`src/rtl/core/hsd_pkg.sv`:
```
// ----------------------------------------------------------------------------
// hsd_pkg
// Shared widths, constants, types and helpers for the Hamming SEC decoder.
// ----------------------------------------------------------------------------
`default_nettype none

package hsd_pkg;

  // Port widths
  localparam int CW_W   = 63;  // codeword port
  localparam int DATA_W = 57;  // packed data port
  localparam int LEN_W  = 6;   // code length register
  localparam int SYN_W  = 6;   // syndrome

  // Default for the largest supported codeword
  localparam int MAX_CODE_BITS_DEF = 63;

  // Code length after reset
  localparam logic [LEN_W-1:0] CODE_LEN_RST = LEN_W'(63);

  // Result flags handed from the correct stage to the output stage
  typedef struct packed {
    logic corrected;
    logic uncorrectable;
  } hsd_flags_t;

  // One-based codeword position of the idx-th data bit (0 if none below 64)
  function automatic int data_pos(input int idx);
    int p;
    int n;
    int res;
    n   = 0;
    res = 0;
    for (p = 1; p < 64; p++) begin
      if ((p & (p - 1)) != 0) begin
        if (n == idx && res == 0) begin
          res = p;
        end
        n++;
      end
    end
    return res;
  endfunction

endpackage

`default_nettype wire

```
`src/rtl/core/hsd_syndrome.sv`:
```
// ----------------------------------------------------------------------------
// hsd_syndrome
// Stage 1: clamps the code length, masks unused codeword bits and computes
// the syndrome as the XOR of the positions of all set bits.
// ----------------------------------------------------------------------------
`default_nettype none

module hsd_syndrome
  import hsd_pkg::*;
#(
  parameter int MAX_CODE_BITS = MAX_CODE_BITS_DEF
) (
  input  wire logic                     clk,
  input  wire logic                     rst,
  input  wire logic                     up_valid,
  output logic                          up_ready,
  input  wire logic [LEN_W-1:0]         code_len,
  input  wire logic [MAX_CODE_BITS-1:0] codeword,
  output logic                          dn_valid,
  input  wire logic                     dn_ready,
  output logic [MAX_CODE_BITS-1:0]      word,
  output logic [SYN_W-1:0]              syn,
  output logic [LEN_W-1:0]              len
);

  localparam logic [LEN_W-1:0] MAX_LEN = LEN_W'(MAX_CODE_BITS);

  logic [LEN_W-1:0]         len_eff;
  logic [MAX_CODE_BITS-1:0] word_m;
  logic [SYN_W-1:0]         syn_c;

  // Saturate the length at the supported maximum
  assign len_eff = (code_len > MAX_LEN) ? MAX_LEN : code_len;

  // Drop bits at or above the length in use
  always_comb begin
    for (int i = 0; i < MAX_CODE_BITS; i++) begin
      word_m[i] = codeword[i] & (LEN_W'(i) < len_eff);
    end
  end

  // Syndrome bit k: parity over positions with bit k set
  always_comb begin
    for (int k = 0; k < SYN_W; k++) begin
      syn_c[k] = 1'b0;
      for (int i = 0; i < MAX_CODE_BITS; i++) begin
        if ((((i + 1) >> k) & 1) != 0) begin
          syn_c[k] = syn_c[k] ^ word_m[i];
        end
      end
    end
  end

  // Stage advances when empty or when downstream takes the word
  assign up_ready = !dn_valid || dn_ready;

  always_ff @(posedge clk) begin
    if (rst) begin
      dn_valid <= 1'b0;
    end else if (up_ready) begin
      dn_valid <= up_valid;
    end
  end

  always_ff @(posedge clk) begin
    if (up_ready && up_valid) begin
      word <= word_m;
      syn  <= syn_c;
      len  <= len_eff;
    end
  end

endmodule

`default_nettype wire

```
`src/rtl/core/hsd_correct.sv`:
```
// ----------------------------------------------------------------------------
// hsd_correct
// Stage 2: checks the syndrome against the length and flips the named bit,
// or flags the word as uncorrectable when it points past the length.
// ----------------------------------------------------------------------------
`default_nettype none

module hsd_correct
  import hsd_pkg::*;
#(
  parameter int MAX_CODE_BITS = MAX_CODE_BITS_DEF
) (
  input  wire logic                     clk,
  input  wire logic                     rst,
  input  wire logic                     up_valid,
  output logic                          up_ready,
  input  wire logic [MAX_CODE_BITS-1:0] word_in,
  input  wire logic [SYN_W-1:0]         syn_in,
  input  wire logic [LEN_W-1:0]         len_in,
  output logic                          dn_valid,
  input  wire logic                     dn_ready,
  output logic [MAX_CODE_BITS-1:0]      word,
  output logic [SYN_W-1:0]              syn,
  output hsd_flags_t                    flags
);

  logic                     fix;
  logic [MAX_CODE_BITS-1:0] word_c;
  hsd_flags_t               flags_c;

  // Correctable when the syndrome names a position in use
  assign fix = (syn_in != '0) && (syn_in <= len_in);

  assign flags_c.corrected     = fix;
  assign flags_c.uncorrectable = (syn_in > len_in);

  // One-hot flip of the erroneous position
  always_comb begin
    for (int i = 0; i < MAX_CODE_BITS; i++) begin
      word_c[i] = word_in[i] ^ (fix && (syn_in == SYN_W'(i + 1)));
    end
  end

  assign up_ready = !dn_valid || dn_ready;

  always_ff @(posedge clk) begin
    if (rst) begin
      dn_valid <= 1'b0;
    end else if (up_ready) begin
      dn_valid <= up_valid;
    end
  end

  always_ff @(posedge clk) begin
    if (up_ready && up_valid) begin
      word  <= word_c;
      syn   <= syn_in;
      flags <= flags_c;
    end
  end

endmodule

`default_nettype wire

```
`src/rtl/core/hsd_pack.sv`:
```
// ----------------------------------------------------------------------------
// hsd_pack
// Stage 3: packs the data positions in ascending order into the result and
// holds the finished word in the output register.
// ----------------------------------------------------------------------------
`default_nettype none

module hsd_pack
  import hsd_pkg::*;
#(
  parameter int MAX_CODE_BITS = MAX_CODE_BITS_DEF
) (
  input  wire logic                     clk,
  input  wire logic                     rst,
  input  wire logic                     up_valid,
  output logic                          up_ready,
  input  wire logic [MAX_CODE_BITS-1:0] word_in,
  input  wire logic [SYN_W-1:0]         syn_in,
  input  wire hsd_flags_t               flags_in,
  output logic                          dn_valid,
  input  wire logic                     dn_ready,
  output logic [DATA_W-1:0]             data_bits,
  output logic [SYN_W-1:0]              syndrome,
  output hsd_flags_t                    flags
);

  logic [DATA_W-1:0] data_c;

  // Fixed routing of non-power-of-two positions; unused slots read zero
  for (genvar j = 0; j < DATA_W; j++) begin : g_data
    localparam int POS = data_pos(j);
    if (POS >= 1 && POS <= MAX_CODE_BITS) begin : g_on
      assign data_c[j] = word_in[POS-1];
    end else begin : g_off
      assign data_c[j] = 1'b0;
    end
  end

  assign up_ready = !dn_valid || dn_ready;

  always_ff @(posedge clk) begin
    if (rst) begin
      dn_valid <= 1'b0;
    end else if (up_ready) begin
      dn_valid <= up_valid;
    end
  end

  always_ff @(posedge clk) begin
    if (up_ready && up_valid) begin
      data_bits <= data_c;
      syndrome  <= syn_in;
      flags     <= flags_in;
    end
  end

endmodule

`default_nettype wire

```
`src/rtl/core/hamming_sec_decoder_top.sv`:
```
// ----------------------------------------------------------------------------
// hamming_sec_decoder_top
// Single-error-correcting decoder for a shortened Hamming code of
// programmable length.
// ----------------------------------------------------------------------------
// Usage: takes one codeword per clock while in_ready is high and returns
// one result word per codeword, in order; each codeword passes through
// the stage 1, stage 2 and output registers before its result is valid
// at the output. The work runs through three registered stages: syndrome
// (masking plus the per-check XOR trees), correction (length compare and
// bit flip) and packing into the output register. Each stage advances when
// it is empty or its successor takes its word, so in_ready follows
// out_ready through the chain and a full pipeline sustains one word per
// cycle. code_len is written through the cfg port and must only change
// while no word is in flight; values above MAX_CODE_BITS act as
// MAX_CODE_BITS.
// ----------------------------------------------------------------------------
`default_nettype none

module hamming_sec_decoder_top
  import hsd_pkg::*;
#(
  parameter int MAX_CODE_BITS = MAX_CODE_BITS_DEF
) (
  input  wire logic              clk,
  input  wire logic              rst,
  // config write
  input  wire logic              cfg_valid,
  output logic                   cfg_ready,
  input  wire logic [LEN_W-1:0]  cfg_data,
  // codeword in
  input  wire logic              in_valid,
  output logic                   in_ready,
  input  wire logic [CW_W-1:0]   codeword,
  // result out
  output logic                   out_valid,
  input  wire logic              out_ready,
  output logic [DATA_W-1:0]      data_bits,
  output logic [SYN_W-1:0]       syndrome,
  output logic                   corrected,
  output logic                   uncorrectable
);

  logic [LEN_W-1:0]         code_len;

  logic                     s1_valid;
  logic                     s1_ready;
  logic [MAX_CODE_BITS-1:0] s1_word;
  logic [SYN_W-1:0]         s1_syn;
  logic [LEN_W-1:0]         s1_len;

  logic                     s2_valid;
  logic                     s2_ready;
  logic [MAX_CODE_BITS-1:0] s2_word;
  logic [SYN_W-1:0]         s2_syn;
  hsd_flags_t               s2_flags;

  hsd_flags_t               out_flags;

  // Length register, always writable
  assign cfg_ready = 1'b1;

  always_ff @(posedge clk) begin
    if (rst) begin
      code_len <= CODE_LEN_RST;
    end else if (cfg_valid && cfg_ready) begin
      code_len <= cfg_data;
    end
  end

  // Stage 1: syndrome
  hsd_syndrome #(
    .MAX_CODE_BITS (MAX_CODE_BITS)
  ) u_syndrome (
    .clk      (clk),
    .rst      (rst),
    .up_valid (in_valid),
    .up_ready (in_ready),
    .code_len (code_len),
    .codeword (codeword[MAX_CODE_BITS-1:0]),
    .dn_valid (s1_valid),
    .dn_ready (s1_ready),
    .word     (s1_word),
    .syn      (s1_syn),
    .len      (s1_len)
  );

  // Stage 2: correction
  hsd_correct #(
    .MAX_CODE_BITS (MAX_CODE_BITS)
  ) u_correct (
    .clk      (clk),
    .rst      (rst),
    .up_valid (s1_valid),
    .up_ready (s1_ready),
    .word_in  (s1_word),
    .syn_in   (s1_syn),
    .len_in   (s1_len),
    .dn_valid (s2_valid),
    .dn_ready (s2_ready),
    .word     (s2_word),
    .syn      (s2_syn),
    .flags    (s2_flags)
  );

  // Stage 3: packing and output register
  hsd_pack #(
    .MAX_CODE_BITS (MAX_CODE_BITS)
  ) u_pack (
    .clk       (clk),
    .rst       (rst),
    .up_valid  (s2_valid),
    .up_ready  (s2_ready),
    .word_in   (s2_word),
    .syn_in    (s2_syn),
    .flags_in  (s2_flags),
    .dn_valid  (out_valid),
    .dn_ready  (out_ready),
    .data_bits (data_bits),
    .syndrome  (syndrome),
    .flags     (out_flags)
  );

  assign corrected     = out_flags.corrected;
  assign uncorrectable = out_flags.uncorrectable;

`ifndef SYNTHESIS
  // A flagged result always carries a nonzero syndrome
  a_flag_needs_syn: assert property (@(posedge clk) disable iff (rst)
    out_valid && (corrected || uncorrectable) |-> syndrome != '0)
    else $error("flag set with zero syndrome");

  // Corrected and uncorrectable never together
  a_flags_excl: assert property (@(posedge clk) disable iff (rst)
    out_valid |-> !(corrected && uncorrectable))
    else $error("corrected and uncorrectable both set");

  // Nonzero syndrome always raises exactly one flag
  a_syn_flagged: assert property (@(posedge clk) disable iff (rst)
    out_valid && syndrome != '0 |-> corrected || uncorrectable)
    else $error("nonzero syndrome without a flag");

  // An accepted codeword lands in stage 1
  a_enter: assert property (@(posedge clk) disable iff (rst)
    in_valid && in_ready |=> s1_valid)
    else $error("accepted codeword lost at stage 1");
`endif

endmodule

`default_nettype wire
```
`config.mk`:
```
export PLATFORM = sky130hd
export DESIGN_NAME = hamming_sec_decoder_top
export DESIGN_NICKNAME = d
export VERILOG_FILES = /design/src/rtl/core/hsd_pkg.sv /design/src/rtl/core/hsd_syndrome.sv /design/src/rtl/core/hsd_correct.sv /design/src/rtl/core/hsd_pack.sv /design/src/rtl/core/hamming_sec_decoder_top.sv
export SDC_FILE = /design/constraint.sdc
export NUM_CORES = 1
export LEC_CHECK = 0
export ABC_AREA = 1
export BUFFER_PORTS_ARGS = -buffer_cell sky130_fd_sc_hd__buf_2
export CAP_MARGIN = 10
export CORE_UTILIZATION = 50
export DETAILED_ROUTE_END_ITERATION = 7
export GPL_TIMING_DRIVEN = 0
export PLACE_DENSITY = 0.76
export SLEW_MARGIN = 10
export SYNTH_ARGS = -nofsm -noshare
export SYNTH_HDL_FRONTEND = slang
export SYNTH_HIERARCHICAL = 1
export SYNTH_SLANG_ARGS = --single-unit
```
`constraint.sdc`:
```
create_clock -name clk -period 10.78 [get_ports clk]
set_input_delay 2.156 -clock clk [delete_from_list [all_inputs] [get_ports clk]]
set_output_delay 2.156 -clock clk [all_outputs]
set_load 0.03 [all_outputs]
```
==> results of run 1 <==
-- power by group --
part / leakage, nW / internal (W) / total, W / switching (W)
logic: 4.30 / 0.000208 / 0.000680 / 0.000472
clock network: 0.363 / 0.000466 / 0.000771 / 0.000305
registers: 1.97 / 0.000962 / 0.00101 / 0.0000444
total: 6.64 / 0.00163 / 0.00246 / 0.000822
-- state kept, by name, summed over array words and instances (netlist names) --
| signal | flops |
|---|---|
| u_correct/word | 57 |
| u_pack/data_bits | 57 |
| u_syndrome/word | 57 |
| code_len | 6 |
| u_correct/syn | 6 |
| u_pack/syndrome | 6 |
| u_syndrome/len | 6 |
| u_syndrome/syn | 6 |
| u_correct/flags | 2 |
| u_pack/flags | 2 |
| u_correct/dn_valid | 1 |
| u_pack/dn_valid | 1 |
| u_syndrome/dn_valid | 1 |
-- path summary, 6_finish.rpt --
| check | slack, ns | start | depth (start not counted) | end |
|---|---|---|---|---|
| hold reg to reg | 0.41 | u_correct/word[8] | 0 | u_pack/data_bits[4] |
| hold / removal | 0.41 | u_correct/word[8] | 0 | u_pack/data_bits[4] |
| setup reg to reg | 8.07 | code_len[3] | 15 | u_syndrome/syn[1] |
| setup / recovery | 5.63 | out_ready | 8 | in_ready |
-- per-layer routing --
metal	global-route usage	vias to the layer above	part of all wire
li1	-	4973	-
met1	0.341	4517	0.43
met2	0.436	450	0.46
met3	0.0311	84	0.067
met4	0.107	0	0.041
met5	0	-	0
-- cell usage in the layout (no fill, tap or decap), drive strengths merged --
cell         instances
o211ai               1
a31oi                1
nand3b               9
xor2                31
clkinv               8
o21ai               18
dfxtp                9
edfxtp             199
o21bai               3
ha                   6
inv                216
clkbuf              32
bufinv               3
dlygate4sd3          1
a21oi               11
clkinvlp             3
nand2b               3
buf                184
nand4               60
xnor2               23
nand2              492
nor2               118
or2                  5
conb                 1
nand3              176
-- cell type report --
type | instances | area [um2] | share of cell area
Buffer | 47 | 309 | 0.0220
Clock buffer | 24 | 579 | 0.0412
Clock inverter | 16 | 180 | 0.0128
Inverter | 214 | 810 | 0.0576
Multi-Input combinational cell | 958 | 4800 | 0.342
Sequential cell | 208 | 6160 | 0.438
Tap cell | 319 | 399 | 0.0284
Timing Repair Buffer | 146 | 821 | 0.0584
-- metrics by stage --
step	total power (W)	area, um2	setup slack [ns]	util
after CTS	0.00246	14100	5.65	0.597
after global routing	0.00257	14100	5.58	0.597
after detailed placement	0.00169	13300	5.65	0.565
final	0.00246	14100	5.63	0.597
after global placement	0.00167	13100	3.33	0.558
after floorplan	0.00149	12000	4.53	-
==> results.sh, run 1 <==
export IMPL_cp_end_kind="primary output"
export IMPL_ios=142
export IMPL_drt_iter0_markers=708
export IMPL_clock_skew_ns=0.0139
export IMPL_grt_antenna_before_repair=0
export IMPL_postCtsHoldBufs=0
export IMPL_cts_resized=0
export IMPL_ys_warn_count=6
export IMPL_vias=10024
export IMPL_grt_pass1_wl_mm=47.9
export IMPL_post_cts_buffers=0
export IMPL_relSlewSlack=0.646
export IMPL_cts_sinks=208
export IMPL_routed_wl_mm=31.7
export IMPL_row_count=56
export IMPL_syn_area_um2=12000
export IMPL_setup_tns_ns=0
export IMPL_final_cells=1932
export IMPL_cp_top_family="buffers and inverters"
export IMPL_syn_nets=1507
export IMPL_initial_core_util=0.511
export IMPL_nNetsFinal=1677
export IMPL_placed_cells=1892
export IMPL_synth_cells=1427
export IMPL_power_density_nw_per_um2=175
export IMPL_drv_cap=0
export IMPL_clk_latency_ns=0.51
export IMPL_clk_path_buf_depth=3
export IMPL_fmax_ghz=0.194
export IMPL_cp_required_ns=8.62
export IMPL_die_w_um=157
export IMPL_cts_made_buffers=22
export IMPL_first_global_vias=9000
export IMPL_criticalPathCategory="input port to primary output"
export IMPL_rsz0062_at_grt="no"
export IMPL_cp_max_fo=2
export IMPL_area_growth_pct=16.7
export IMPL_cpPeakStageDelay_ns=0.19
export IMPL_critical_path_arrival_ns=2.99
export IMPL_worstMarginPinSlew_ns=0.532
export IMPL_hpwl_mm=25.6
export IMPL_syn_area_per_cell_um2=8.44
export IMPL_ir_drop_mv=0.117
export IMPL_grt_start_max_net_pins=30
export IMPL_power_leakage_nw=6.64
export IMPL_nFillCells=2102
export IMPL_via_per_inst=5.19
export IMPL_critical_path_buf_inv_count=5
export IMPL_route_detailed_wl_per_inst_um=16.4
export IMPL_ant_nets=0
export IMPL_cts_tree="built"
export IMPL_worstHoldPathType="flip-flop to flip-flop"
export IMPL_hold_violations=0
export IMPL_min_period_ns=5.15
export IMPL_drc=0
export IMPL_io_buffers=140
export IMPL_outcome="completed"
export IMPL_maxSlewViolCount=0
export IMPL_path_clk_slew_ns=0.06
export IMPL_die_h_um=157
export IMPL_antenna_cells=0
export IMPL_setup_viol_count_final=0
export IMPL_drive_gt1_frac=0.192
export IMPL_cts_htree_levels=1
export IMPL_grt_total_usage=0.260
export IMPL_worstPathCellList="buf_2 -> inv_2 -> nand2_2 -> inv_1 -> nand2_1 -> inv_1 -> nand2_1 -> buf_2"
export IMPL_post_route_period_util=0.478
export IMPL_holdWs_ns=0.414
export IMPL_start_kind="input port"
export IMPL_dr_pass1_iters=6
export IMPL_cpMaxStageDelayCell="buf_2"
export IMPL_die_area_um2=24700
export IMPL_clock_tree_root_cell="clkbuf_16"
export IMPL_place_gp_congestion=0.992
export IMPL_core_area_um2=23500
export IMPL_overflow=0
Power figures use the tool's default switching activity.
==> run 2, diff against run 1 <==
Clock period 10.78 ns to 4.8 ns, I/O delays scaled along.
==> results.sh, run 2 (same netlist as run 1, synthesis figures left out) <==
export IMPL_outcome="completed"
export IMPL_layout_commonest_cell="nand2_1"
export IMPL_cts_made_buffers=21
export IMPL_post_cts_buffers=0
export IMPL_holdWs_ns=0.417
export IMPL_core_area_um2=23500
export IMPL_clk_path_buf_depth=3
export IMPL_die_area_um2=24700
export IMPL_routed_wl_mm=32.6
export IMPL_nFillCells=2106
export IMPL_vias=10119
export IMPL_setup_viol_count_final=0
export IMPL_grt_antenna_before_repair=1
export IMPL_power_leakage_nw=6.60
export IMPL_grt_total_usage=0.264
export IMPL_regArea_um2=6160
export IMPL_dr_pass1_iters=6
export IMPL_clock_tree_root_cell="clkbuf_16"
export IMPL_postCtsHoldBufs=0
export IMPL_ant_nets=0
export IMPL_worstMarginPinSlew_ns=0.585
export IMPL_cts_htree_levels=1
export IMPL_dpl_cell_area_um2=13300
export IMPL_clock_skew_ns=0.00853
export IMPL_ios=142
export IMPL_via_per_inst=5.24
export IMPL_criticalPathCategory="input port to primary output"
export IMPL_layout_common_cells="nand2_1 (475), edfxtp_1 (199), inv_1 (196)"
export IMPL_cts_resized=0
export IMPL_ir_drop_mv=0.215
export IMPL_min_period_ns=2.72
export IMPL_drt_iter0_markers=997
export IMPL_cp_end_kind="primary output"
export IMPL_drv_cap=0
export IMPL_route_detailed_wl_per_inst_um=16.9
export IMPL_final_area_um2=14000
export IMPL_setup_tns_ns=0
export IMPL_post_route_period_util=0.568
export IMPL_row_count=56
export IMPL_grt_start_max_net_pins=30
export IMPL_worstHoldPathType="flip-flop to flip-flop"
export IMPL_reg_top3="u_correct/word: 57 flops, u_pack/data_bits: 57 flops, u_syndrome/word: 57 flops"
export IMPL_drc=0
export IMPL_cts_tree="built"
export IMPL_power_density_nw_per_um2=383
export IMPL_hold_violations=0
export IMPL_drive_gt1_frac=0.189
export IMPL_grt_pass1_wl_mm=48.3
export IMPL_cts_sinks=208
export IMPL_die_h_um=157
export IMPL_cp_required_ns=3.84
export IMPL_p_total_w=0.00535
export IMPL_die_w_um=157
export IMPL_fmax_ghz=0.367
export IMPL_place_gp_congestion=1.01
export IMPL_clk_latency_ns=0.48
export IMPL_hpwl_mm=26.1
export IMPL_critical_path_arrival_ns=1.76
export IMPL_overflow=0
export IMPL_cp_max_fo=2
export IMPL_first_global_vias=8872
export IMPL_path_clk_slew_ns=0.06
export IMPL_initial_core_util=0.511
export IMPL_nNetsFinal=1676
export IMPL_relSlewSlack=0.609
export IMPL_dp_slack_ns=2.05
export IMPL_area_growth_pct=16.0
export IMPL_setup_ws_ns=2.08
export IMPL_io_buffers=140
export IMPL_start_kind="input port"
export IMPL_rsz0062_at_grt="no"
export IMPL_maxSlewViolCount=0
export IMPL_multi_input_area_um2=4800
[run 2: cell count changes in the layout (fill, tap and decap cells not counted)]
cell        change
buf_16          +1
clkinvlp_4      -1
clkbuf_16       -2
clkinv_2        +3
bufinv_16       -1
inv_6           -2
clkbuf_1        +1
buf_12          -1
inv_8           -1
diode_2         +1
[run 2: final cells by class]
type                       instances  area share
multi-input combinational        958       0.344
clock inverter                    14     0.00923
sequential                       208       0.441
inverter                         214      0.0580
timing repair buffer             146      0.0593
antenna                            1    0.000179
buffer                            47      0.0221
clock buffer                      23      0.0382
tap                              319      0.0286
[run 2: final timing paths]
kind                       from                   end  slack, ns  cells after the start
min          u_correct/word[48]  u_pack/data_bits[42]       0.42                      0
min reg2reg  u_correct/word[48]  u_pack/data_bits[42]       0.42                      0
max reg2reg         code_len[2]     u_syndrome/syn[0]       2.09                     17
max                   out_ready              in_ready       2.08                      8
[run 2: critical path: stages]
cell and delay (ns):
buf_2 0.10, inv_2 0.07, nand2_2 0.06, inv_1 0.11
nand2_1 0.08, inv_1 0.12, nand2_1 0.08, buf_2 0.18
[run 2: metal layers]
metal,track usage,vias to the layer above,share of wire
met2,0.423,496,0.45
met5,0,-,0
met4,0.137,0,0.051
met3,0.0471,95,0.087
li1,-,4954,-
met1,0.343,4574,0.41
[run 2: per-stage QoR]
step / utilization / instances
finish: 0.593 / 1930
global route: 0.593 / 1929
CTS: 0.593 / 1929
detailed placement: 0.565 / 1892
global placement: 0.558 / 1886
floorplan: - / 1427
[run 2: where the power goes]
group          switching (W)  leakage, nW  internal (W)  total, W
clock network       0.000638        0.322      0.000911   0.00155
registers           0.000105         1.97       0.00216   0.00226
logic                0.00107         4.31      0.000467   0.00154
==> run 3, diff against run 2 <==
Settings changed: PLACE_DENSITY 0.76 to 0.79.
Clock period 4.8 ns to 2.5 ns, I/O delays scaled along.
==> results.sh, run 3 (same netlist as run 1, synthesis figures left out) <==
export IMPL_outcome="completed"
export IMPL_hpwl_mm=26.5
export IMPL_vias=10247
export IMPL_p_total_w=0.0106
export IMPL_post_route_period_util=0.981
export IMPL_postLayoutCoreUtil=0.625
export IMPL_row_count=56
export IMPL_cp_required_ns=2.74
export IMPL_fmax_ghz=0.408
export IMPL_worstMarginPinSlew_ns=0.816
export IMPL_hold_violations=0
export IMPL_maxSlewViolCount=0
export IMPL_path_clk_slew_ns=0.06
export IMPL_clock_tree_root_cell="clkbuf_16"
export IMPL_via_per_inst=5.23
export IMPL_layout_commonest_cell="nand2_1"
export IMPL_postCtsHoldBufs=0
export IMPL_cts_sinks=208
export IMPL_die_w_um=157
export IMPL_cp_end_kind="flip-flop"
export IMPL_power_density_nw_per_um2=722
export IMPL_reg_top3="u_correct/word: 57 flops, u_pack/data_bits: 57 flops, u_syndrome/word: 57 flops"
export IMPL_nNetsFinal=1705
export IMPL_die_area_um2=24700
export IMPL_grt_antenna_before_repair=2
export IMPL_clk_path_buf_depth=3
export IMPL_regArea_um2=6160
export IMPL_criticalPathCategory="flip-flop to flip-flop"
export IMPL_multi_input_area_um2=5200
export IMPL_drc=0
export IMPL_cts_htree_levels=1
export IMPL_clock_skew_ns=0.0151
export IMPL_cts_tree="built"
export IMPL_drive_gt1_frac=0.246
export IMPL_cts_made_buffers=21
export IMPL_dr_pass1_iters=8
export IMPL_clk_latency_ns=0.49
export IMPL_grt_start_max_net_pins=31
export IMPL_first_global_vias=9204
export IMPL_overflow=0
export IMPL_grt_pass1_wl_mm=49.7
export IMPL_ant_nets=0
export IMPL_relSlewSlack=0.455
export IMPL_cp_max_fo=5
export IMPL_start_kind="flip-flop"
export IMPL_power_leakage_nw=6.86
export IMPL_critical_path_arrival_ns=2.69
export IMPL_place_gp_congestion=0.991
export IMPL_ir_drop_mv=0.481
export IMPL_io_buffers=140
export IMPL_setup_viol_count_final=0
export IMPL_route_detailed_wl_per_inst_um=17.0
export IMPL_ios=142
export IMPL_worstHoldPathType="input port to flip-flop"
export IMPL_area_growth_pct=22.3
export IMPL_holdWs_ns=0.222
export IMPL_rsz0062_at_grt="yes"
export IMPL_die_h_um=157
export IMPL_core_area_um2=23500
export IMPL_layout_common_cells="nand2_1 (459), edfxtp_1 (199), inv_1 (187)"
export IMPL_grt_total_usage=0.270
export IMPL_drt_iter0_markers=806
export IMPL_initial_core_util=0.511
export IMPL_min_period_ns=2.45
export IMPL_drv_cap=0
export IMPL_nFillCells=2061
export IMPL_routed_wl_mm=33.2
-- run 3: cell types whose count changed in the layout (fill, tap and decap cells not counted), sizes merged --
cell      before  now
bufinv         2    3
clkbuf        31   34
clkinv        11    6
buf          184  212
clkinvlp       2    4
-- run 3: area by class of cell --
class,count,area share
buffer,47,0.0239
antenna,1,0.000170
clock inverter,12,0.0109
inverter,214,0.0562
sequential,208,0.419
multi-input combinational,958,0.353
clock buffer,25,0.0367
timing repair buffer,175,0.0733
tap,319,0.0271
-- run 3: power by group --
| group | switching, W | total (W) | leakage [nW] | internal (W) |
|---|---|---|---|---|
| Clock | 0.00124 | 0.00312 | 0.331 | 0.00187 |
| Combinational | 0.00218 | 0.00320 | 4.56 | 0.00102 |
| Sequential | 0.000169 | 0.00432 | 1.97 | 0.00415 |
-- run 3: per-layer routing --
| metal | vias up | global-route usage | share of wire | wire length (um) |
|---|---|---|---|---|
| li1 | 5003 | - | - | - |
| met2 | 505 | 0.448 | 0.46 | 15400 |
| met4 | 2 | 0.117 | 0.045 | 1490 |
| met3 | 94 | 0.0350 | 0.084 | 2780 |
| met5 | - | 0 | 0.00033 | 11 |
| met1 | 4643 | 0.355 | 0.41 | 13500 |
-- run 3: final timing paths --
check                           from                   end  slack [ns]  depth (start not counted)
hold reg to reg   u_correct/word[41]  u_pack/data_bits[35]        0.41                          0
hold / removal                   rst       u_pack/dn_valid        0.22                          2
setup / recovery         code_len[3]     u_syndrome/syn[0]        0.05                         15
setup reg to reg         code_len[3]     u_syndrome/syn[0]        0.05                         15
-- run 3: metrics by stage --
stage / setup WS [ns] / setup TNS, ns / cells / area, um2
finish: 0.0468 / 0 / 1959 / 14700
global placement: -0.406 / -35.16 / 1886 / 13200
floorplan: 0.0870 / 0 / 1427 / 12100
CTS: -0.0193 / -0.0193 / 1935 / 14200
global route: -0.0789 / -0.283 / 1958 / 14700
detailed placement: -0.234 / -0.464 / 1892 / 13300
-- run 3: what timing repair did --
| action | in CTS | in global routing |
|---|---|---|
| setup endpoints to repair | 6 | 8 |
| gates cloned | 0 | 1 |
| pin swaps | 4 | 32 |
| gates resized for setup | 19 | 96 |
| endpoints found under the hold margin | 0 | 0 |
| buffers inserted | 6 | 22 |
-- run 3: critical path, cell delays in order (launching register included) --
cell and delay (ns):
dfxtp_2 0.35, buf_6 0.15, clkinvlp_4 0.17, nand2_1 0.20, inv_1 0.11, a21oi_4 0.28, xor2_1 0.12, or2_1 0.25
nand2_1 0.06, nand2_1 0.05, nand2_1 0.10, nand3_1 0.10, nand2_1 0.09, inv_1 0.04, nand2_1 0.05, nand2_1 0.07
